<file path="src/design/qn_pkg.sv">
// ----------------------------------------------------------------------------
// qn_pkg
// Shared constants and types for the quaternion normaliser.
// ----------------------------------------------------------------------------
package qn_pkg;

    localparam int COMPONENT_WIDTH = 16;
    localparam int FRACTION_BITS   = 14;
    localparam int LANES           = 4;

    // per-word flags that ride alongside the datapath
    typedef struct packed {
        logic             zero;
        logic [LANES-1:0] neg;
    } qn_flags_t;

endpackage

</file>
<file path="src/design/qn_sumsq.sv">
// ----------------------------------------------------------------------------
// qn_sumsq
// Three-stage front end: magnitudes, squares, sum of squares.
// ----------------------------------------------------------------------------
module qn_sumsq #(
    parameter int CW = qn_pkg::COMPONENT_WIDTH
) (
    input  logic                            clk,
    input  logic                            rst_n,
    input  logic                            in_valid,
    input  logic [qn_pkg::LANES*CW-1:0]     in_comp,
    output logic                            out_valid,
    output logic [2*CW:0]                   out_sum,
    output logic [qn_pkg::LANES*CW-1:0]     out_mag,
    output qn_pkg::qn_flags_t               out_flags
);

    localparam int L = qn_pkg::LANES;

    logic [2:0]        valid_reg;
    logic [CW-1:0]     mag1_reg [0:L-1];
    logic [L-1:0]      neg1_reg;
    logic [2*CW-1:0]   sq_reg   [0:L-1];
    logic [CW-1:0]     mag2_reg [0:L-1];
    logic [L-1:0]      neg2_reg;
    logic [2*CW:0]     sum_reg;
    logic [L*CW-1:0]   mag3_reg;
    qn_pkg::qn_flags_t flags_reg;
    logic [2*CW:0]     sum_next;
    logic              zero_next;

    always_comb
    begin
        sum_next  = '0;
        zero_next = 1'b1;
        for (int i = 0; i < L; i++)
        begin
            sum_next = sum_next + (2*CW+1)'(sq_reg[i]);
            if (mag2_reg[i] != '0)
            begin
                zero_next = 1'b0;
            end
        end
    end

    always_ff @(posedge clk or negedge rst_n)
    begin
        if (!rst_n)
        begin
            valid_reg <= '0;
        end
        else
        begin
            valid_reg <= {valid_reg[1:0], in_valid};
        end
    end

    always_ff @(posedge clk)
    begin
        for (int i = 0; i < L; i++)
        begin
            // two's complement magnitude; the most negative code maps to 2^(CW-1)
            neg1_reg[i] <= in_comp[i*CW + CW - 1];
            mag1_reg[i] <= in_comp[i*CW + CW - 1] ? (~in_comp[i*CW +: CW] + 1'b1)
                                                  : in_comp[i*CW +: CW];
            sq_reg[i]   <= mag1_reg[i] * mag1_reg[i];
            mag2_reg[i] <= mag1_reg[i];
            mag3_reg[i*CW +: CW] <= mag2_reg[i];
        end
        neg2_reg       <= neg1_reg;
        sum_reg        <= sum_next;
        flags_reg.neg  <= neg2_reg;
        flags_reg.zero <= zero_next;
    end

    assign out_valid = valid_reg[2];
    assign out_sum   = sum_reg;
    assign out_mag   = mag3_reg;
    assign out_flags = flags_reg;

endmodule

</file>
<file path="config.mk">
export PLATFORM = sky130hd
export DESIGN_NAME = qn_sumsq
export DESIGN_NICKNAME = d
export VERILOG_FILES = /design/src/design/qn_pkg.sv /design/src/design/qn_sumsq.sv
export SDC_FILE = /design/constraint.sdc
export NUM_CORES = 2
export LEC_CHECK = 0
export BUFFER_PORTS_ARGS = -buffer_cell sky130_fd_sc_hd__buf_2
export CELL_PAD_IN_SITES_DETAIL_PLACEMENT = 1
export CELL_PAD_IN_SITES_GLOBAL_PLACEMENT = 2
export CORE_MARGIN = 2
export CORE_UTILIZATION = 30
export DETAILED_ROUTE_END_ITERATION = 6
export HOLD_SLACK_MARGIN = 0.15
export PLACE_DENSITY_LB_ADDON = 0.1
export SYNTH_ARGS = -nofsm -noshare
export SYNTH_HDL_FRONTEND = slang
export SYNTH_SLANG_ARGS = --single-unit
export TNS_END_PERCENT = 5
</file>
<file path="constraint.sdc">
create_clock -name clk -period 9.3 [get_ports clk]
set_clock_uncertainty 0.2 [all_clocks]
set_input_delay 2.79 -clock clk [delete_from_list [all_inputs] [get_ports clk]]
set_output_delay 2.79 -clock clk [all_outputs]
set_load 0.01 [all_outputs]
</file>
==> results_dict.tcl <==
set metrics [dict create \
    status "finished, final reports clean" \
    wl_mm 121.8 \
    grt_use_total 0.1804 \
    critPathLaunchType "flip-flop" \
    synth_top_cell_by_area "fa_1" \
    die_area_um2 140900 \
    finalNetCount 5695 \
    routedWlPerCell_um 19.28 \
    layout_setup_ws_ns 2.124 \
    clock_latency_ns 0.63 \
    fin_crit_ns 7.176 \
    synth_cell_type_count 78 \
    synth.cell_area_um2 41380 \
    area_growth_pct 10.96 \
    seqCellArea_um2 7242 \
    die_w_um 375.4 \
    async_flop_share 0.008310 \
    fillCellCount 15840 \
    fin_crit_sh 0.7716 \
    slew_headroom 0.3182 \
    grt_max_degree 22 \
    ys_top_cells_by_area "fa_1, dfxtp_1, ha_1" \
    drtIter0Drc 959 \
    finalSetupViolCount 0 \
    fin_util 0.3348 \
    antenna_found_initial 8 \
    yosysWarningCount 0 \
    cts_setup_buffers 0 \
    cp_cell_sequence "inv_1, nor2_1, ha_1, xor2_1, fa_1, inv_1, fa_1, fa_1, fa_1, inv_1, fa_1, inv_1, ha_1, a21oi_1, o21ai_0, nor3b_1, o211ai_1, a311oi_2, nor2_1, a311oi_1" \
    min_path_type "reg -> reg" \
    slew_viol_final 0 \
    largest_reg_flops 123 \
    cts_buffers 46 \
    clk_pin_slew_ns 0.06 \
    slowest_delay_ns 0.70 \
    tns_ns 0 \
    cp.required_ns 9.63 \
    drv_cap 0 \
    cp_common_cell "fa_1" \
    place_ws_ns 2.085 \
    grt_pass1_wl_mm 195.5 \
    rsz0062_at_grt "false" \
    hold_viol 0 \
    die_h_um 375.4 \
    cts_sinks 361 \
    core_um2 137200 \
    ys_ff_latch 361 \
    ys_seq_area_frac 0.1750 \
    ys.flop_type "dfxtp_1" \
    place.gp.congestion 0.8034 \
    cp_data_arrival_time_ns 7.51 \
    cp_slowest_cell "dfxtp_1" \
    avgViaCountPerCell 4.589 \
    start_util 0.3017 \
    root_buffer "clkbuf_16" \
    num_rows 136 \
    overflow 0 \
    fmax_ghz 0.1394 \
    ant_nets 0 \
    crit_fanout 12 \
    clockBufferDepth 3 \
    io_pins 170 \
    vias 28990 \
    synth_cells 4345 \
    worstSetupPathType "reg -> reg" \
    tightest_slew_ns 1.021 \
    whs_ns 0.1400 \
    numPortBuffers 169 \
    cts_tree "yes" \
    multi_input_area_um2 29850 \
    synth_top_area_share 0.3435 \
    final_layout_size_suffix_gt1_frac 0.06915 \
    synth_edf_count 0 \
    dr.pass1.iters 4 \
    drc_errors 0 \
    syn_avg_cell_area_um2 9.523 \
    dp_hpwl_mm 101.6 \
    grt_pass1_vias 33160 \
    htree_levels 2 \
    worstSetupEndpointType "flip-flop" \
]
[path summary, 6_finish.rpt]
path	slack [ns]	end	from	depth (start not counted)
worst max-delay path	2.12	sq_reg[1][31]$_DFF_P_	mag1_reg[1][12]$_DFF_P_	20
worst min-delay path	0.14	out_flags[1]$_DFF_P_	neg2_reg[1]$_DFF_P_	0
worst max register to register	2.12	sq_reg[1][31]$_DFF_P_	mag1_reg[1][12]$_DFF_P_	20
worst min register to register	0.14	out_flags[1]$_DFF_P_	neg2_reg[1]$_DFF_P_	0
max in group asynchronous	7.05	valid_reg[0]$_DFF_PN0_	rst_n	1
min in group asynchronous	1.74	valid_reg[2]$_DFF_PN0_	rst_n	1
[cell usage after synthesis, types with 26 or more instances]
library cell and number:
nor3_1 28, o21ai_0 76, fa_1 710, dfxtp_1 358, xor2_1 55, inv_1 1030
ha_1 442, a21oi_1 144, nor2_1 164, clkbuf_1 104, nor2b_1 30, xnor2_1 157
nand4_1 30, nand3_1 30, a21o_1 89, nand2_1 374, a211oi_1 26, and2_1 154
[critical path, delay by kind of cell, from the launching register on]
kind	cells	cell delay, ns
AO/OA/AOI/OAI	5	1.41
buffers and inverters	4	0.62
flip-flops	1	0.70
AND/OR/NAND/NOR	3	0.73
adder cells (fa/ha/maj)	7	3.20
XOR/XNOR	1	0.19
[kinds of logic (layout without fill, tap and decap cells)]
logic type | after synthesis | after routing | synth area share
adder cells (fa/ha/maj) | 1152 | 1152 | 0.4772
multiplexers | 14 | 14 | 0.003629
AO/OA/AOI/OAI | 524 | 524 | 0.08531
buffers and inverters | 1140 | 1306 | 0.1036
flip-flops | 361 | 361 | 0.1750
other | 2 | 15 | 0.0001815
AND/OR/NAND/NOR | 940 | 940 | 0.1102
XOR/XNOR | 212 | 212 | 0.04488
[final cells by class]
type                    count  share of cell area
flip-flops and latches    361              0.1577
well taps                1794             0.04889
inverters                1030             0.08421
repair buffers            192             0.02273
clock buffers              61             0.02851
clock inverters            23            0.007113
diodes                     12           0.0006540
multi-input cells        2845              0.6502
[cells in the final DEF (no fill, tap or decap), types with 26 or more instances in the layout]
cell and count:
nand3_1 30, and2_1 154, xor2_1 55, nand4_1 30, a21oi_1 144, nor3_1 28
clkbuf_16 47, buf_2 169, nor2b_1 30, a21o_1 89, o21ai_0 76, ha_1 442
inv_1 1030, dfxtp_1 358, fa_1 710, nor2_1 164, xnor2_1 157, nand2_1 374
a211oi_1 26
[metal layers]
metal  GRT usage  up-vias  wire length (um)
met5           0        -                 8
met4     0.03099        2              1923
met3     0.02274       61              3809
met2      0.3044      246             58270
met1      0.2496    14930             57820
li1            -    13750                 -
[through the flow]
step | std cells | area [um^2]
floorplan | 4346 | 41380
global placement | 6212 | 44150
detailed placement | 6212 | 44150
CTS | 6306 | 45880
global route | 6314 | 45900
finish | 6318 | 45910
[what timing repair did]
item / CTS / global route
gates resized for setup: 0 / 0
hold buffers: 10 / 0
hold endpoints to repair: 10 / 0
Power is not shown: default switching activity piles up to over one toggle a cycle in this logic, so the estimate is an artifact.
