**config.mk**
```make
export PLATFORM = sky130hd
export DESIGN_NAME = qn_sqrt
export DESIGN_NICKNAME = d
export VERILOG_FILES = /design/src/design/qn_sqrt.sv
export SDC_FILE = /design/constraint.sdc
export NUM_CORES = 2
export LEC_CHECK = 0
export BUFFER_PORTS_ARGS = -buffer_cell sky130_fd_sc_hd__buf_2
export CAP_MARGIN = 20
export CORE_UTILIZATION = 30
export CTS_BUF_LIST = sky130_fd_sc_hd__clkbuf_8
export DETAILED_ROUTE_END_ITERATION = 6
export PLACE_DENSITY = 0.41
export SYNTH_ARGS = -nofsm -noshare
export SYNTH_HDL_FRONTEND = slang
export SYNTH_SLANG_ARGS = --single-unit
export TNS_END_PERCENT = 10
```
**constraint.sdc**
```tcl
create_clock -name clk -period 4.28 [get_ports clk]
set_input_delay 0.428 -clock clk [delete_from_list [all_inputs] [get_ports clk]]
set_output_delay 0.428 -clock clk [all_outputs]
set_load 0.005 [all_outputs]
```
**src/design/qn_sqrt.sv**
```systemverilog
// ----------------------------------------------------------------------------
// qn_sqrt
// Pipelined integer square root, one root bit per stage.
// ----------------------------------------------------------------------------
module qn_sqrt #(
    parameter int RW = 31,
    parameter int SW = 1
) (
    input  logic              clk,
    input  logic              rst_n,
    input  logic              in_valid,
    input  logic [2*RW-1:0]   in_rad,
    input  logic [SW-1:0]     in_side,
    output logic              out_valid,
    output logic [RW-1:0]     out_root,
    output logic [SW-1:0]     out_side
);

    localparam int IW = 2 * RW;

    logic [IW-1:0] rem_in   [0:RW-1];
    logic [RW-1:0] root_in  [0:RW-1];
    logic [SW-1:0] side_in  [0:RW-1];
    logic          valid_in [0:RW-1];
    logic [IW-1:0] rem_reg  [0:RW-1];
    logic [RW-1:0] root_reg [0:RW-1];
    logic [SW-1:0] side_reg [0:RW-1];
    logic [RW-1:0] valid_reg;

    assign rem_in[0]   = in_rad;
    assign root_in[0]  = '0;
    assign side_in[0]  = in_side;
    assign valid_in[0] = in_valid;

    for (genvar k = 0; k < RW; k++)
    begin : g_stage
        localparam int B = RW - 1 - k;
        logic [IW-1:0] trial;

        if (k > 0)
        begin : g_link
            assign rem_in[k]   = rem_reg[k-1];
            assign root_in[k]  = root_reg[k-1];
            assign side_in[k]  = side_reg[k-1];
            assign valid_in[k] = valid_reg[k-1];
        end

        // (2*root + 2^B) * 2^B, root holds only bits above B
        assign trial = (IW'(root_in[k]) << (B + 1)) | (IW'(1) << (2 * B));

        always_ff @(posedge clk or negedge rst_n)
        begin
            if (!rst_n)
            begin
                valid_reg[k] <= 1'b0;
            end
            else
            begin
                valid_reg[k] <= valid_in[k];
            end
        end

        always_ff @(posedge clk)
        begin
            side_reg[k] <= side_in[k];
            if (rem_in[k] >= trial)
            begin
                rem_reg[k]  <= rem_in[k] - trial;
                root_reg[k] <= root_in[k] | (RW'(1) << B);
            end
            else
            begin
                rem_reg[k]  <= rem_in[k];
                root_reg[k] <= root_in[k];
            end
        end
    end

    assign out_valid = valid_reg[RW-1];
    assign out_root  = root_reg[RW-1];
    assign out_side  = side_reg[RW-1];

endmodule

```
==> results.txt <==
Design Power: 71.52 mW
Root buf cell: clkbuf_8
Vias: 64925
Violated checks: design-rule violations
Max Clk Rate: 246.0 MHz
Max Cap Viol: 0
CP Cell Sequence: inv_1 -> ha_1 -> or4b_2 -> nor4_2 -> nand3b_1 -> nor3_4 -> buf_4 -> or3_1 -> a211oi_4 -> or4b_1 -> or4_1 -> nor4_1 -> buf_4 -> xor2_1
Max Transition Viols Final: 0
Synth area leader: dfxtp_1
CTS tree: done
Final hold viol count: 0
Status: finished, violations left
CP arrival: 4990 ps
Full die area: 0.3025 mm²
Setup violators final: 0
TNS Setup: 0 ps
Tmin final: 4064 ps
Power share of the clock group: 31.3%
Top Family by Delay on Critical Path: simple AND/OR/NAND/NOR gates
Leakage: 48.67 nW
Switching part of the total: 33.21%
Wirelength per Cell: 18.21 µm
Initial Util: 30.26%
Vias in the first global route: 66128
Clock transition at path regs: 60 ps
RSZ-0062 raised after global routing: true
Total internal power: 47.77 mW
Most frequent CP cell: buf_4
Distinct cells, synth: 93
CP Launch Type: flip-flop
Hold crit path type: in -> reg
Routed wire length: 252900 µm
Share of layout cells above drive strength 1: 10.28%
Slew HR: 26.71%
Std-Cell Rows: 200
Max reg flops: 1860
Hpwl dp: 198500 µm
Setup Buffers After CTS: 0
Initial DRC Count: 3315
Clk_skew: 103.8 ps
Area delta synth->final: 18.14%
Share of total power in combinational logic: 23.6%
Die height: 550.0 µm
Worst IR drop on VDD: 339.3 µV
CTS H-tree depth: 5
CP max stage cell: or4b_2
Final net count: 10193
Port Buf Inserts: 98
Power per cell area: 671.9 mW/mm²
YS warnings: 0
#FFs+latches synth: 2418
Net Sw Power: 23.75 mW
Top FF cell, synth: dfxtp_1
First-pass DRT Iterations: 7
Top cells by area, synth: dfxtp_1 53%, ha_1 7.3%, xor2_1 4.0%
Gr usage total: 16.40%
Crit-path max cell delay: 630 ps
Core ar.: 0.2978 mm²
Critical path type: reg -> reg
Die X: 550.0 µm
Synthesized Nets: 9595
First-pass GRT wire length: 388000 µm
Gp weighted congestion: 0.8648
Worst Path Required: 5210 ps
Routed Antenna Nets: 0
Average vias per placed instance: 4.674
Mapped Cells: 9004
Setup crit end kind: flip-flop
Sequential share of power: 45.1%
WP buf/inv: 3
Sequential area share after synthesis: 53.90%
Residual DRC: 1
Num CTS Buffers: 413
Pin count of the biggest net entering global routing: 51
Part of the cycle the worst path needs: 94.96%
Worst Tran Pin Value: 1072 ps
Share of the synthesized area in the top cell type: 53.03%
Synth Area per Inst: 10.01 µm²
Critical-path maximum fanout: 5
# IOs: 99
Synth async-reset ratio: 1.282%
Worst-skew pair later-pin latency: 1050 ps
Area of the mapped netlist: 0.09010 mm²
CTS Sinks: 2418
Initial antenna violation count: 9
Post-synth EDFFs: 0
Total gr overflow: 0
Clock Tree Buf Depth: 4
## worst reg2reg max path: cells and delay by family, from the launching register on
kind / cells / cell delay, ps
AND/OR/NAND/NOR: 8 / 2720
AO/OA/AOI/OAI: 1 / 60
adder cells (fa/ha/maj): 1 / 350
XOR/XNOR: 1 / 130
buffers and inverters: 3 / 370
flip-flops: 1 / 330
## metrics by stage
stage	hold WS, ps	instance area, µm²	utilization [%]	setup slack [ps]	std cells
after global routing	153.0	106400	35.74	-104.7	13888
after floorplan	132.4	90100	-	872.4	9004
after CTS	83.68	106400	35.73	99.41	13883
after global placement	311.7	95920	32.21	-653.7	12991
final	238.0	106400	35.75	215.8	13892
after detailed placement	312.1	95960	32.22	-140.2	12994
## cell usage after synthesis (all sizes together) (37+ instances only)
cell / n
nand2b: 106
nor4b: 50
or4: 54
and3: 37
nor2b: 70
a21oi: 587
or3: 98
inv: 636
a211oi: 42
dfxtp: 2387
xnor2: 409
o21ai: 420
o21bai: 40
clkbuf: 146
ha: 525
o21a: 95
nor3: 259
a21o: 219
nor4: 318
mux2: 42
nand4: 127
nand3: 163
nand2: 618
nor2: 610
xor2: 412
## cells by family (layout without fill, tap and decap cells)
kind of cell             after synthesis  in the layout  synth area share [%]
adder cells (fa/ha/maj)              525            525                 7.290
AO/OA/AOI/OAI                       1692           1692                 11.57
other                                  0              8                     0
AND/OR/NAND/NOR                     2680           2680                 15.18
buffers and inverters                816           1757                 3.451
XOR/XNOR                             821            821                 7.980
flip-flops                          2418           2418                 53.90
multiplexers                          52             52                0.6360
## path summary, 6_finish.rpt
kind / depth (start not counted) / from / end / slack (ps)
setup reg to reg: 14 / root_reg[1][254] / rem_reg[1][613] / 220
hold / removal: 4 / in_rad[60] / rem_reg[0][60] / 240
setup / recovery: 14 / root_reg[1][254] / rem_reg[1][613] / 220
min in group asynchronous: 4 / rst_n / valid_in[28] / 460
max in group asynchronous: 4 / rst_n / valid_in[15] / 3650
hold reg to reg: 0 / rem_reg[0][814] / rem_reg[0][876] / 280
## cell usage in the layout (no fill, tap or decap), types with 21 or more instances in the layout
master         count
and3_1            37
dfxtp_1         2387
buf_4            126
o21a_1            95
dfrtp_1           31
xnor2_1          409
clkinv_2          78
inv_1            735
o21ai_1           23
dlygate4sd3_1    130
nor4_1           307
or3_1             96
bufinv_16         31
nor3_1           254
o21bai_1          40
o211ai_1          35
o21ai_0          397
nand3_1          163
buf_2             99
or4_1             54
nand3b_1          25
a31oi_1           30
a21o_1           219
clkbuf_8         515
a211oi_1          40
ha_1             525
nand2_1          617
xor2_1           412
mux2_2            41
or2_2             34
nor3b_1           24
nor4b_1           49
a21oi_1          586
nand2b_1         106
nand4b_1          21
nor2_1           609
o31ai_1           35
nand4_1          127
nor2b_1           68
and2_1            27
## routing by layer
layer  wire length [µm]  track usage (%)
met1             115800            20.96
met2             120100            28.21
met3              10850            2.853
met4               6124            4.576
met5                  0                0
## cell type report
cell class | count | area, µm²
Fill cell | 30140 | 191300
Sequential cell | 2418 | 48560
Multi-Input combinational cell | 5770 | 38560
Clock buffer | 515 | 7088
Tap cell | 3939 | 4928
Timing Repair Buffer | 362 | 2868
Inverter | 637 | 2391
Clock inverter | 243 | 2031
Antenna cell | 8 | 20.02
## power by group through the flow
stage | Clock (mW) | Sequential (mW) | Combinational [mW]
5_1_grt | 24.3 | 32.9 | 18.9
3_5_place_dp | 0 | 32.9 | 16.7
6_report | 22.4 | 32.3 | 16.9
4_1_cts | 23.3 | 32.4 | 17.0
2_1_floorplan | 0 | 30.5 | 12.8
3_3_place_gp | 0 | 32.9 | 16.7
## what timing repair did
action | CTS | global route
endpoints found under the setup margin | 4 | 19
resized for setup | 2 | 4
hold buffers | 131 | 0
endpoints found under the hold margin | 96 | 0
(Power assumes the default switching activity.)
